`src/rtl/ems_pkg.sv`:
```
// Package for the edge midpoint subdivider: widths, microcode types and the control ROM.
// Used by every module of the block; has no dependencies of its own.
`default_nettype none

package ems_pkg;

  // Field widths and fixed-point layout
  localparam int COORD_W     = 16;                  // Q8.8 input coordinate
  localparam int EXTRA_FRAC  = 6;                   // extra fraction bits on output points
  localparam int POINT_W     = 22;                  // output point, units of 2^-14
  localparam int DELTA_W     = 35;                  // threshold register
  localparam int MAX_DEPTH   = 6;                   // deepest halving level
  localparam int DIFF_W      = COORD_W + 1;         // signed edge difference
  localparam int SQ_W        = 2 * COORD_W;         // one squared difference
  localparam int SUM_W       = SQ_W + 1;            // sum of squares
  localparam int THR_W       = DELTA_W + 2 * MAX_DEPTH;
  localparam int DEPTH_W     = $clog2(MAX_DEPTH + 1);
  localparam int CNT_W       = MAX_DEPTH + 1;       // holds 2^MAX_DEPTH
  localparam int SHIFT_W     = $clog2(EXTRA_FRAC + 1);

  localparam logic [DELTA_W-1:0] DELTA_RESET = DELTA_W'(4096);

  // Datapath operations, one per control word
  typedef enum logic [3:0] {
    OP_LOAD,
    OP_DIFF,
    OP_SQX,
    OP_SQY,
    OP_INIT,
    OP_TEST,
    OP_CAP,
    OP_DEEPEN,
    OP_SETUP,
    OP_EMIT
  } op_e;

  // Jump conditions
  typedef enum logic [2:0] {
    COND_NEVER,
    COND_ALWAYS,
    COND_IN_FIRE,
    COND_FIT,
    COND_KMAX,
    COND_LAST_FIRE
  } cond_e;

  // Program addresses
  localparam int NUM_STEPS = 10;
  localparam int STEP_W    = $clog2(NUM_STEPS);

  localparam logic [STEP_W-1:0] STEP_LOAD   = STEP_W'(0);
  localparam logic [STEP_W-1:0] STEP_DIFF   = STEP_W'(1);
  localparam logic [STEP_W-1:0] STEP_SQX    = STEP_W'(2);
  localparam logic [STEP_W-1:0] STEP_SQY    = STEP_W'(3);
  localparam logic [STEP_W-1:0] STEP_INIT   = STEP_W'(4);
  localparam logic [STEP_W-1:0] STEP_TEST   = STEP_W'(5);
  localparam logic [STEP_W-1:0] STEP_CAP    = STEP_W'(6);
  localparam logic [STEP_W-1:0] STEP_DEEPEN = STEP_W'(7);
  localparam logic [STEP_W-1:0] STEP_SETUP  = STEP_W'(8);
  localparam logic [STEP_W-1:0] STEP_EMIT   = STEP_W'(9);

  // Control word: operation, then jump to target if cond holds,
  // else stay when hold is set, else fall through.
  typedef struct packed {
    op_e               op;
    cond_e             cond;
    logic              hold;
    logic [STEP_W-1:0] target;
  } ctl_t;

  // Datapath status back to the sequencer
  typedef struct packed {
    logic in_fire;
    logic out_fire;
    logic fit;
    logic kmax;
    logic last;
  } stat_t;

  function automatic ctl_t ems_rom(input logic [STEP_W-1:0] step);
    ctl_t w;
    unique case (step)
      STEP_LOAD:   w = '{OP_LOAD,   COND_IN_FIRE,   1'b1, STEP_DIFF};
      STEP_DIFF:   w = '{OP_DIFF,   COND_NEVER,     1'b0, STEP_LOAD};
      STEP_SQX:    w = '{OP_SQX,    COND_NEVER,     1'b0, STEP_LOAD};
      STEP_SQY:    w = '{OP_SQY,    COND_NEVER,     1'b0, STEP_LOAD};
      STEP_INIT:   w = '{OP_INIT,   COND_NEVER,     1'b0, STEP_LOAD};
      STEP_TEST:   w = '{OP_TEST,   COND_FIT,       1'b0, STEP_SETUP};
      STEP_CAP:    w = '{OP_CAP,    COND_KMAX,      1'b0, STEP_SETUP};
      STEP_DEEPEN: w = '{OP_DEEPEN, COND_ALWAYS,    1'b0, STEP_TEST};
      STEP_SETUP:  w = '{OP_SETUP,  COND_NEVER,     1'b0, STEP_LOAD};
      STEP_EMIT:   w = '{OP_EMIT,   COND_LAST_FIRE, 1'b1, STEP_LOAD};
      default:     w = '{OP_LOAD,   COND_ALWAYS,    1'b0, STEP_LOAD};
    endcase
    return w;
  endfunction

endpackage

`default_nettype wire

```
`src/rtl/ems_edge_if.sv`:
```
// Input channel interface: one edge per transaction.
// Depends on ems_pkg for the coordinate width.
`default_nettype none

interface ems_edge_if
  import ems_pkg::*;
();
  logic                      valid;
  logic                      ready;
  logic signed [COORD_W-1:0] start_x;
  logic signed [COORD_W-1:0] start_y;
  logic signed [COORD_W-1:0] end_x;
  logic signed [COORD_W-1:0] end_y;

  modport source (output valid, start_x, start_y, end_x, end_y, input ready);
  modport sink   (input valid, start_x, start_y, end_x, end_y, output ready);
endinterface

`default_nettype wire

```
`src/rtl/ems_point_if.sv`:
```
// Output channel interface: one subdivision point per transaction.
// Depends on ems_pkg for the point width.
`default_nettype none

interface ems_point_if
  import ems_pkg::*;
();
  logic                      valid;
  logic                      ready;
  logic signed [POINT_W-1:0] point_x;
  logic signed [POINT_W-1:0] point_y;
  logic                      last_point;
  logic                      depth_capped;

  modport source (output valid, point_x, point_y, last_point, depth_capped, input ready);
  modport sink   (input valid, point_x, point_y, last_point, depth_capped, output ready);
endinterface

`default_nettype wire

```
`src/rtl/ems_sequencer.sv`:
```
// Microcode sequencer: step counter, control ROM lookup and conditional jumps.
// Depends on ems_pkg (ctl_t, stat_t, ems_rom).
`default_nettype none

module ems_sequencer
  import ems_pkg::*;
(
  input  wire logic  clk_i,
  input  wire logic  rst_ni,
  input  wire stat_t stat_i,
  output ctl_t       ctl_o
);

  logic [STEP_W-1:0] pc_q, pc_d;
  logic              take;

  assign ctl_o = ems_rom(pc_q);

  always_comb begin
    unique case (ctl_o.cond)
      COND_NEVER:     take = 1'b0;
      COND_ALWAYS:    take = 1'b1;
      COND_IN_FIRE:   take = stat_i.in_fire;
      COND_FIT:       take = stat_i.fit;
      COND_KMAX:      take = stat_i.kmax;
      COND_LAST_FIRE: take = stat_i.out_fire & stat_i.last;
      default:        take = 1'b1;
    endcase

    if (take) begin
      pc_d = ctl_o.target;
    end else if (ctl_o.hold) begin
      pc_d = pc_q;
    end else begin
      pc_d = pc_q + STEP_W'(1);
    end
  end

  always_ff @(posedge clk_i or negedge rst_ni) begin
    if (!rst_ni) begin
      pc_q <= STEP_LOAD;
    end else begin
      pc_q <= pc_d;
    end
  end

endmodule

`default_nettype wire

```
`src/rtl/ems_datapath.sv`:
```
// Datapath: edge registers, shared squarer, depth search and point accumulator.
// Driven one control word per cycle by ems_sequencer; depends on ems_pkg.
`default_nettype none

module ems_datapath
  import ems_pkg::*;
(
  input  wire logic                      clk_i,
  input  wire logic                      rst_ni,
  input  wire ctl_t                      ctl_i,
  output stat_t                          stat_o,
  // configuration
  input  wire logic                      cfg_we_i,
  input  wire logic [DELTA_W-1:0]        cfg_wdata_i,
  // edge in
  input  wire logic                      in_valid_i,
  output logic                           in_ready_o,
  input  wire logic signed [COORD_W-1:0] start_x_i,
  input  wire logic signed [COORD_W-1:0] start_y_i,
  input  wire logic signed [COORD_W-1:0] end_x_i,
  input  wire logic signed [COORD_W-1:0] end_y_i,
  // point out
  output logic                           out_valid_o,
  input  wire logic                      out_ready_i,
  output logic signed [POINT_W-1:0]      point_x_o,
  output logic signed [POINT_W-1:0]      point_y_o,
  output logic                           last_point_o,
  output logic                           depth_capped_o
);

  logic [DELTA_W-1:0]        delta_q;
  logic signed [COORD_W-1:0] sx_q, sy_q, ex_q, ey_q;
  logic signed [DIFF_W-1:0]  dx_q, dy_q;
  logic [COORD_W-1:0]        ax_q, ay_q;
  logic [SQ_W-1:0]           sqx_q, sqy_q;
  logic [SUM_W-1:0]          sum_q;
  logic [THR_W-1:0]          thr_q;
  logic [DEPTH_W-1:0]        k_q;
  logic                      cap_q;
  logic signed [POINT_W-1:0] px_q, py_q, stx_q, sty_q;
  logic [CNT_W-1:0]          cnt_q;

  logic                      in_fire, out_fire;
  logic [SHIFT_W-1:0]        sh;
  logic signed [POINT_W-1:0] stx_d, sty_d;
  logic [COORD_W-1:0]        sq_arg;

  assign in_ready_o  = (ctl_i.op == OP_LOAD);
  assign out_valid_o = (ctl_i.op == OP_EMIT);
  assign in_fire     = in_valid_i & in_ready_o;
  assign out_fire    = out_valid_o & out_ready_i;

  assign stat_o.in_fire  = in_fire;
  assign stat_o.out_fire = out_fire;
  assign stat_o.fit      = (THR_W'(sum_q) <= thr_q);
  assign stat_o.kmax     = (k_q == DEPTH_W'(MAX_DEPTH));
  assign stat_o.last     = (cnt_q == CNT_W'(1));

  assign point_x_o      = px_q;
  assign point_y_o      = py_q;
  assign last_point_o   = (cnt_q == CNT_W'(1));
  assign depth_capped_o = cap_q;

  // Piece step: difference scaled to 2^-14 units for depth k
  assign sh    = SHIFT_W'(EXTRA_FRAC) - SHIFT_W'(k_q);
  assign stx_d = POINT_W'(dx_q) <<< sh;
  assign sty_d = POINT_W'(dy_q) <<< sh;

  // One squarer shared by the x and y steps
  assign sq_arg = (ctl_i.op == OP_SQX) ? ax_q : ay_q;

  always_ff @(posedge clk_i or negedge rst_ni) begin
    if (!rst_ni) begin
      delta_q <= DELTA_RESET;
    end else if (cfg_we_i) begin
      delta_q <= cfg_wdata_i;
    end
  end

  always_ff @(posedge clk_i or negedge rst_ni) begin
    if (!rst_ni) begin
      cap_q <= 1'b0;
      cnt_q <= '0;
      k_q   <= '0;
    end else begin
      unique case (ctl_i.op)
        OP_INIT: begin
          cap_q <= 1'b0;
          k_q   <= '0;
        end
        OP_CAP:    cap_q <= stat_o.kmax;
        OP_DEEPEN: k_q   <= k_q + DEPTH_W'(1);
        OP_SETUP:  cnt_q <= CNT_W'(1) << k_q;
        OP_EMIT: begin
          if (out_fire) begin
            cnt_q <= cnt_q - CNT_W'(1);
          end
        end
        default: ;
      endcase
    end
  end

  always_ff @(posedge clk_i) begin
    case (ctl_i.op)
      OP_LOAD: begin
        if (in_fire) begin
          sx_q <= start_x_i;
          sy_q <= start_y_i;
          ex_q <= end_x_i;
          ey_q <= end_y_i;
        end
      end
      OP_DIFF: begin
        dx_q <= DIFF_W'(ex_q) - DIFF_W'(sx_q);
        dy_q <= DIFF_W'(ey_q) - DIFF_W'(sy_q);
        ax_q <= (ex_q >= sx_q) ? COORD_W'(ex_q - sx_q) : COORD_W'(sx_q - ex_q);
        ay_q <= (ey_q >= sy_q) ? COORD_W'(ey_q - sy_q) : COORD_W'(sy_q - ey_q);
      end
      OP_SQX: sqx_q <= SQ_W'(sq_arg) * SQ_W'(sq_arg);
      OP_SQY: sqy_q <= SQ_W'(sq_arg) * SQ_W'(sq_arg);
      OP_INIT: begin
        sum_q <= SUM_W'(sqx_q) + SUM_W'(sqy_q);
        thr_q <= THR_W'(delta_q);
      end
      OP_DEEPEN: thr_q <= thr_q << 2;
      OP_SETUP: begin
        stx_q <= stx_d;
        sty_q <= sty_d;
        px_q  <= (POINT_W'(sx_q) <<< EXTRA_FRAC) + stx_d;
        py_q  <= (POINT_W'(sy_q) <<< EXTRA_FRAC) + sty_d;
      end
      OP_EMIT: begin
        if (out_fire) begin
          px_q <= px_q + stx_q;
          py_q <= py_q + sty_q;
        end
      end
      default: ;
    endcase
  end

endmodule

`default_nettype wire

```
`src/rtl/edge_midpoint_subdivider.sv`:
```
// Edge midpoint subdivider, top level: sequencer plus datapath.
// Depends on ems_pkg, ems_edge_if, ems_point_if, ems_sequencer, ems_datapath.
// Usage
//   edge_i takes one edge per transaction (start and end point, signed Q8.8).
//   point_o returns 2^k points per edge, from just after the start point to
//   the end point, in units of 2^-14; last_point marks the end point and
//   depth_capped is set on every point of an edge still too long at the
//   deepest level. cfg_we_i/cfg_wdata_i write delta_squared unguarded; the
//   user must write only while no edge is in progress (edge_i.ready high).
// Timing
//   One edge at a time: an accept step; difference, x square, y square and
//   sum (one shared squarer); test, cap check and deepen per halving level
//   tried; a final test (and a cap check when capped); setup; then one point
//   per cycle while point_o.ready is high.
// Reset
//   Asynchronous, active low: sequencer back to its accept step and
//   delta_squared to 4096 (0.25 squared).
// Back-pressure
//   While point_o.ready is low the current point holds and the sequencer
//   waits; no new edge is taken until the last point is delivered.
`default_nettype none

module edge_midpoint_subdivider
  import ems_pkg::*;
(
  input  wire logic               clk_i,
  input  wire logic               rst_ni,
  input  wire logic               cfg_we_i,
  input  wire logic [DELTA_W-1:0] cfg_wdata_i,
  ems_edge_if.sink                edge_i,
  ems_point_if.source             point_o
);

  ctl_t  ctl;
  stat_t stat;

  // Control: program counter walks the ROM
  ems_sequencer u_seq (
    .clk_i  (clk_i),
    .rst_ni (rst_ni),
    .stat_i (stat),
    .ctl_o  (ctl)
  );

  // Arithmetic and handshake decode
  ems_datapath u_dp (
    .clk_i          (clk_i),
    .rst_ni         (rst_ni),
    .ctl_i          (ctl),
    .stat_o         (stat),
    .cfg_we_i       (cfg_we_i),
    .cfg_wdata_i    (cfg_wdata_i),
    .in_valid_i     (edge_i.valid),
    .in_ready_o     (edge_i.ready),
    .start_x_i      (edge_i.start_x),
    .start_y_i      (edge_i.start_y),
    .end_x_i        (edge_i.end_x),
    .end_y_i        (edge_i.end_y),
    .out_valid_o    (point_o.valid),
    .out_ready_i    (point_o.ready),
    .point_x_o      (point_o.point_x),
    .point_y_o      (point_o.point_y),
    .last_point_o   (point_o.last_point),
    .depth_capped_o (point_o.depth_capped)
  );

endmodule

`default_nettype wire

```
`src/flat_wrapper.sv`:
```
// flat-port wrapper written by rule: the top's interface ports become plain ports
module edge_midpoint_subdivider_flat import ems_pkg::*;
  (clk_i, rst_ni, cfg_we_i, cfg_wdata_i, edge_i_valid, edge_i_start_x, edge_i_start_y, edge_i_end_x, edge_i_end_y, edge_i_ready, point_o_valid, point_o_point_x, point_o_point_y, point_o_last_point, point_o_depth_capped, point_o_ready);
  ems_edge_if edge_i_i ();
  ems_point_if point_o_i ();
  input  wire logic clk_i;
  input  wire logic rst_ni;
  input  wire logic cfg_we_i;
  input  wire logic [DELTA_W-1:0] cfg_wdata_i;
  input wire logic [$bits(edge_i_i.valid)-1:0] edge_i_valid;
  input wire logic [$bits(edge_i_i.start_x)-1:0] edge_i_start_x;
  input wire logic [$bits(edge_i_i.start_y)-1:0] edge_i_start_y;
  input wire logic [$bits(edge_i_i.end_x)-1:0] edge_i_end_x;
  input wire logic [$bits(edge_i_i.end_y)-1:0] edge_i_end_y;
  output wire logic [$bits(edge_i_i.ready)-1:0] edge_i_ready;
  output wire logic [$bits(point_o_i.valid)-1:0] point_o_valid;
  output wire logic [$bits(point_o_i.point_x)-1:0] point_o_point_x;
  output wire logic [$bits(point_o_i.point_y)-1:0] point_o_point_y;
  output wire logic [$bits(point_o_i.last_point)-1:0] point_o_last_point;
  output wire logic [$bits(point_o_i.depth_capped)-1:0] point_o_depth_capped;
  input wire logic [$bits(point_o_i.ready)-1:0] point_o_ready;
  assign edge_i_i.valid = edge_i_valid;
  assign edge_i_i.start_x = edge_i_start_x;
  assign edge_i_i.start_y = edge_i_start_y;
  assign edge_i_i.end_x = edge_i_end_x;
  assign edge_i_i.end_y = edge_i_end_y;
  assign edge_i_ready = edge_i_i.ready;
  assign point_o_valid = point_o_i.valid;
  assign point_o_point_x = point_o_i.point_x;
  assign point_o_point_y = point_o_i.point_y;
  assign point_o_last_point = point_o_i.last_point;
  assign point_o_depth_capped = point_o_i.depth_capped;
  assign point_o_i.ready = point_o_ready;
  edge_midpoint_subdivider u_core (.clk_i(clk_i), .rst_ni(rst_ni), .cfg_we_i(cfg_we_i), .cfg_wdata_i(cfg_wdata_i), .edge_i(edge_i_i), .point_o(point_o_i));
endmodule
```
`config.mk`:
```
export PLATFORM = sky130hd
export DESIGN_NAME = edge_midpoint_subdivider_flat
export DESIGN_NICKNAME = d
export VERILOG_FILES = /design/src/rtl/ems_pkg.sv /design/src/rtl/ems_edge_if.sv /design/src/rtl/ems_point_if.sv /design/src/rtl/ems_sequencer.sv /design/src/rtl/ems_datapath.sv /design/src/rtl/edge_midpoint_subdivider.sv /design/src/flat_wrapper.sv
export SDC_FILE = /design/constraint.sdc
export NUM_CORES = 1
export LEC_CHECK = 0
export ABC_AREA = 1
export BUFFER_PORTS_ARGS = -buffer_cell sky130_fd_sc_hd__buf_2
export CORE_MARGIN = 4
export CORE_UTILIZATION = 47
export DETAILED_ROUTE_END_ITERATION = 10
export PLACE_DENSITY_LB_ADDON = 0.15
export SYNTH_ARGS = -nofsm -noshare
export SYNTH_HDL_FRONTEND = slang
export SYNTH_SLANG_ARGS = --single-unit
```
`constraint.sdc`:
```
create_clock -name clk_i -period 6.8 [get_ports clk_i]
set_input_delay 1.36 -clock clk_i [delete_from_list [all_inputs] [get_ports clk_i]]
set_output_delay 1.36 -clock clk_i [all_outputs]
set_load 0.005 [all_outputs]
```
; ---- Word level (Yosys, flattened, before mapping)
; Memory sizes are Yosys's and may differ from the RTL's.
; Cells that the tools add are included.
[totals]
register_bits = 412
rom_bits = 176
word_cells = 85
inputBits = 104
output_inout_bits = 48
memories = 1
[mem_list]
columns = name, words, width, read_ports, rd_clocked_by_memory_dff, wr, line
row1 = (name not given), 16, 11, 1, 0, 0, ems_pkg.sv:82  ; unique case (step)
[op_classes]
shifts = 3
n_bitwise = 3
eq_ne = 16
n_reduce_logical = 7
magnitude_cmp = 3
mul = 1
addsub = 15
muxes = 15
[op_table]
columns = op, n
row1 = case mux 47 bit (2 select lines), 1
row2 = adder 22 bit, 4
row3 = case mux 22 bit (2 select lines), 2
row4 = subtractor 16 bit, 4
row5 = 2-to-1 mux 16 bit, 3
row6 = less-or-equal comparator 33 x 47 -> 1 bit, 1
row7 = 2-to-1 mux 22 bit, 2
row8 = <<< shifter 17 x 3 -> 22 bit, 2
row9 = subtractor 16 x 16 -> 17 bit, 2
row10 = adder 32 x 32 -> 33 bit, 1
row11 = greater-or-equal comparator 16 bit, 2
row12 = multiplier 16 x 16 -> 32 bit, 1
row13 = case mux 7 bit (2 select lines), 1
row14 = "equality test 4 x 3 -> 1 bit, second input constant", 3
row15 = "equality test 3 bit, second input constant", 3
row16 = "equality test 4 x 2 -> 1 bit, second input constant", 2
row17 = "equality test 4 bit, second input constant", 2
row18 = 2-to-1 mux 4 bit, 2
row19 = "equality test 7 x 1 -> 1 bit, second input constant", 1
row20 = 2-to-1 mux 7 bit, 1
row21 = "left shift 1 x 3 -> 7 bit, first input constant", 1
row22 = "subtractor 7 x 1 -> 7 bit, second input constant", 1
row23 = "equality test 3 x 2 -> 1 bit, second input constant", 2
row24 = case mux 3 bit (2 select lines), 1
row25 = 13 further kinds, 18

; ---- Logic depth before layout (Yosys ltp)
; An unclocked memory read counts as a cell.
[depth]
depth_word = 6
ltp_mapped = 35
mapped_depth_nobuf = 32

; ---- By module
; From an unflattened synthesis, not the netlist that was laid out.
[unflattened]
hier_cells = 4455
area_unflattened_um2 = 34982.3
[modules_own_cells]
columns = mod, seq_area_each_um2, area_each_um2, instances, cells_per_inst
row1 = ems_datapath, 11902.7, 34454.3, 1, 4383
row2 = ems_sequencer, 100.1, 528.0, 1, 72

; ---- Least setup slack after synthesis
; OpenSTA, ideal clock, no wires.
[synth_timing]
path_type = flip-flop to flip-flop
startpoint = reg u_core.u_seq.pc_q[3]
endpoint = reg u_core.u_dp.sqx_q[19] (data pin)
setup_time_ns = 0.264
n_path_buf = 2
period_less_slack_ns = 6.233
stages_incl_launch_ff = 29
arrival_ns = 5.970
path_slack_ns = 0.567
required_time_ns = 6.536
path_cell_list = dfrtp_1 > buf_6 > inv_6 > nand2_4 > nor2_4 > nand2_4 > buf_6 > o21ai_4 > inv_2 > nor2_1 > inv_1 > fa_1 > inv_1 > fa_1 > inv_1 > fa_1 > inv_1 > fa_1 > fa_1 > inv_1 > fa_1 > inv_1 > ha_1 > nand2_1 > nor2_1 > inv_1 > o21ai_0 > a31oi_1 > xnor2_1
[synth_via]
elab_chain_cells = 4
[synth_lines]
columns = element, line
row1 = start: declaration, ems_sequencer.sv:14  ; logic [STEP_W-1:0] pc_q, pc_d;
row2 = start signal: assignment, ems_sequencer.sv:43  ; pc_q <= pc_d;
row3 = memory read (16 x 11 bit), -
row4 = equality test 4 x 2 -> 1 bit, ems_datapath.sv:70  ; assign sq_arg = (ctl_i.op == OP_SQX) ? ax_q : ay_q;
row5 = 2-to-1 mux 16 bit, ems_datapath.sv:70
row6 = multiplier 16 x 16 -> 32 bit, ems_datapath.sv:120  ; OP_SQX: sqx_q <= SQ_W'(sq_arg) * SQ_W'(sq_arg);
row7 = end signal: assignment, ems_datapath.sv:120
row8 = end: declaration, ems_datapath.sv:35  ; logic [SQ_W-1:0] sqx_q, sqy_q;
; No other way between the ends.
; A chain may end at the register's enable or synchronous reset.

; ---- Worst setup path in the final report
[layout_timing]
startpoint = reg u_core.u_seq.pc_q[3]
endpoint = reg u_core.u_dp.sqy_q[28] (data pin)
[layout_via]
elab_chain_cells = 4
[layout_lines]
columns = element, line
row1 = memory read (16 x 11 bit), -
row2 = equality test 4 x 2 -> 1 bit, ems_datapath.sv:70
row3 = 2-to-1 mux 16 bit, ems_datapath.sv:70
row4 = multiplier 16 x 16 -> 32 bit, ems_datapath.sv:121  ; OP_SQY: sqy_q <= SQ_W'(sq_arg) * SQ_W'(sq_arg);
row5 = end signal: assignment, ems_datapath.sv:121
row6 = end: declaration, ems_datapath.sv:35
; No other way between the ends.

==> results by group <==
Run status
  • Status: complete, no violations

Global routing
  • Gr ovfl total: 0
  • Largest net degree at the start of global routing: 71
  • First-pass GRT wire length: 134500 um
  • Vias in the first global route: 24940
  • GRT Util Overall: 0.2248
  • Initial antenna violation count: 1

Detailed routing
  • Routed WL: 84120 um
  • Pre-Repair DR Iteration Count: 8
  • Via density: around 5.2
  • Routed vias: 25380
  • Initial DRC Count: 1818
  • Antenna Violating Nets Remaining: 0
  • DRC: 0
  • Wire per inst: 17.09 um

Clocking
  • Worst-case clock buffer depth: 3
  • CTS Buf Count: 47
  • CTS H-tree lvls: 2
  • Latest clock arrival within the worst-skew pair: between 600 and 700 ps
  • CTS root buf: clkbuf_16
  • Clock tree from TritonCTS: done
  • Hold buffer count at cts: 0
  • CTS sink count: 408
  • Clock transition at path regs: about 70 ps

Timing
  • Final hold violations: 0
  • Final setup vio count: 0
  • Period minus WS final: 6548 ps
  • Final Max Slew Viols: 0
  • Final cycle utilization of the critical path: 0.9630
  • Slack of the critical path: around 250 ps
  • Max frequency: 0.1527 GHz
  • RSZ-0062 raised after global routing: yes
  • Clk_skew: 61.17 ps
  • Least-Margin Pin Slew: around 1200 ps
  • Slew headroom: 0.2250

Logic synthesis
  • Mapped Area: 33020 um2
  • Syn Area/Cell: 8.740 um2
  • Syn_nets: 4360
  • Number of synthesized flops with an enable pin: 358
  • Seq/Total Area, Yosys: 0.3635
  • Warnings from Yosys: 0
  • Synth Register Bits: 408
  • Ys flop type: edfxtp_1
  • Syn Inst Count: 3778
  • Asr flop ratio synth: 0.1225
  • Count of different cell masters after synthesis: 60

Layout
  • Antenna Cells: 0
  • Area grow syn2layout: 11.45%
  • Final #Nets: 4534
  • Fraction of layout cells with a size suffix above 1: 0.1130

Die
  • Die Width: 273.1 um
  • Core area: 69070 um2
  • Top-Level Pins: 152
  • Number of cell rows: between 90 and 100
  • Die height: 273.1 um
  • Initial core utilization: 0.4781
  • Die area: around 75000 um2

Worst setup path
  • FF-to-FF path depth: 26
  • Crit path launch type: flip-flop
  • Max stage delay on crit path: 600 ps
  • FF-to-FF End: u_core.u_dp.sqy_q[28]$_DFFE_PN_
  • Worst path required time: 7100 ps
  • Most used cell, CP: fa_1
  • CP Max Fanout: 10
  • Critical R2R Launch: u_core.u_seq.pc_q[3]$_DFFE_PN0P_
  • CP Capture Type: flip-flop
  • CP max-delay cell: fa_1
  • Crit path DAT: a little under 7000 ps
  • Register-to-register setup slack: 250 ps
  • Crit path kind: reg2reg

Placed design
  • Placed wire-length estimate: 67430 um
  • Routability Congestion: approximately 0.92
  • Pre-CTS WS: 20.11 ps
  • Port bufs: ~150

Min path
  • Cells on Worst Hold Path: 2
  • Hold worst-path end: u_core.u_dp.delta_q[12]$_DFFE_PN1P_
  • Worst min path class: reg2reg
  • Hold Path Origin: u_core.u_dp.delta_q[12]$_DFFE_PN1P_

Flow run
  • Total of max-cap violations: 0
## sequential cells by signal, indices dropped and copies added (netlist names)
signal                      flops
u_core.u_dp.thr_q              47
u_core.u_dp.delta_q            35
u_core.u_dp.sx_q               16
u_core.u_dp.sqy_q              31
u_core.u_dp.sy_q               16
u_core.u_dp.point_x_o          22
u_core.u_dp.dx_q               17
u_core.u_dp.stx_q              22
u_core.u_seq.pc_q               4
u_core.u_dp.ex_q               16
u_core.u_dp.ey_q               16
u_core.u_dp.depth_capped_o      1
u_core.u_dp.point_y_o          22
u_core.u_dp.cnt_q               7
u_core.u_dp.dy_q               17
u_core.u_dp.sty_q              22
u_core.u_dp.ay_q               15
u_core.u_dp.sqx_q              31
u_core.u_dp.ax_q               15
u_core.u_dp.sum_q              33
u_core.u_dp.k_q                 3
## final cells by class
type | instances | area [um2]
flip-flops and latches | 408 | 12010
multi-input cells | 2649 | 18400
fillers | 6515 | 32260
repair buffers | 208 | 1256
inverters | 638 | 2415
well taps | 931 | 1165
clock buffers | 54 | 1202
clock inverters | 34 | 361.6
## cell usage after synthesis (11+ instances only)
master | count | share of area
fa_1 | 172 | 0.10
ha_1 | 306 | 0.12
mux2i_1 | 11 | 0.0033
inv_1 | 606 | 0.069
a21oi_1 | 236 | 0.036
nand2_1 | 752 | 0.085
a21o_1 | 29 | 0.0066
buf_2 | 28 | 0.0042
nand3_1 | 149 | 0.023
nor2_1 | 271 | 0.031
clkbuf_1 | 31 | 0.0035
edfxtp_1 | 358 | 0.33
a31oi_1 | 15 | 0.0028
buf_6 | 14 | 0.0048
o21bai_1 | 28 | 0.0064
xnor2_1 | 41 | 0.011
nor3_1 | 39 | 0.0059
nor2_4 | 13 | 0.0044
dfrtp_1 | 49 | 0.037
nor2_2 | 14 | 0.0027
inv_2 | 26 | 0.0030
xor2_1 | 97 | 0.026
o21ai_0 | 272 | 0.041
nand4_1 | 38 | 0.0072
o21ai_4 | 12 | 0.0059
o21ai_1 | 56 | 0.0085
## routing by layer
metal / GRT usage / share of wire
met1: 0.3265 / 0.48
met2: 0.3604 / 0.45
met3: 0.02748 / 0.046
met4: 0.05514 / 0.024
met5: 0 / 0
## worst max-delay path by stage
stage,start,to,cells past startpoint
CTS,u_core.u_seq.pc_q[3]$_DFFE_PN0P_,u_core.u_dp.sqy_q[28]$_DFFE_PN_,29
global route,u_core.u_seq.pc_q[3]$_DFFE_PN0P_,u_core.u_dp.sqy_q[28]$_DFFE_PN_,24
floorplan,u_core.u_seq.pc_q[3]$_DFFE_PN0P_,u_core.u_dp.sqx_q[19]$_DFFE_PP_,28
global placement,u_core.u_seq.pc_q[1]$_DFFE_PN0P_,u_core.u_dp.sqx_q[19]$_DFFE_PP_,27
finish,u_core.u_seq.pc_q[3]$_DFFE_PN0P_,u_core.u_dp.sqy_q[28]$_DFFE_PN_,26
detailed placement,u_core.u_seq.pc_q[1]$_DFFE_PN0P_,u_core.u_dp.sqy_q[19]$_DFFE_PN_,26
## metrics by stage
stage / utilization / area (um2) / TNS (ps) / std cells / hold slack [ps]
2_1_floorplan: - / 33020 / 0 / 3778 / 454.6
3_3_place_gp: 0.5048 / 34870 / 0 / 4824 / 472.5
3_5_place_dp: 0.5048 / 34870 / 0 / 4824 / 489.2
4_1_cts: 0.5275 / 36430 / 0 / 4912 / 500.9
5_1_grt: 0.5329 / 36800 / -196.6 / 4922 / 523.3
6_report: 0.5329 / 36800 / 0 / 4922 / 493.6
## cells in the final DEF (no fill, tap or decap), types with 14 or more instances in the layout
master     instances
nor2_4            16
buf_4             48
o21ai_1           58
nor3_1            34
edfxtp_1         358
xnor2_1           41
fa_1             171
inv_2             24
a21oi_1          226
nand4_1           38
dfrtp_1           47
nand3_1          147
o21ai_0          268
clkbuf_16         48
o21ai_4           14
buf_2            151
nor2_1           258
xor2_1            95
a21o_1            29
inv_1            606
nor2_2            24
nand2_1          744
a31oi_1           15
o21bai_1          28
nand2_2           14
ha_1             297
## critical path, delay by kind of cell, from the launching register on
family                   cells  cell delay [ps]
flip-flops                   1              430
AO/OA/AOI/OAI                2              250
XOR/XNOR                     1              170
buffers and inverters        7              710
adder cells (fa/ha/maj)      7             3600
AND/OR/NAND/NOR              9             1060
## kinds of logic (layout without fill, tap and decap cells)
family,Yosys count,count (layout),synth area share
mux,11,11,0.003335
compound gates,700,701,0.1197
simple gates,1321,1321,0.1693
fa+ha+maj,478,478,0.2202
flops,408,408,0.3635
buf+inv,722,934,0.08734
xor+xnor,138,138,0.03660
## what timing repair did
action                                  4_1_cts  5_1_grt
buffers inserted                              0        7
pin swaps                                     0        7
resized for setup                             1       68
hold endpoints to repair                      0        0
endpoints found under the setup margin        2       36
gates cloned                                  0        3
Power is left out: the tool's default activity adds up to more than one toggle a clock period on the data nets, which glitch-free logic cannot reach.
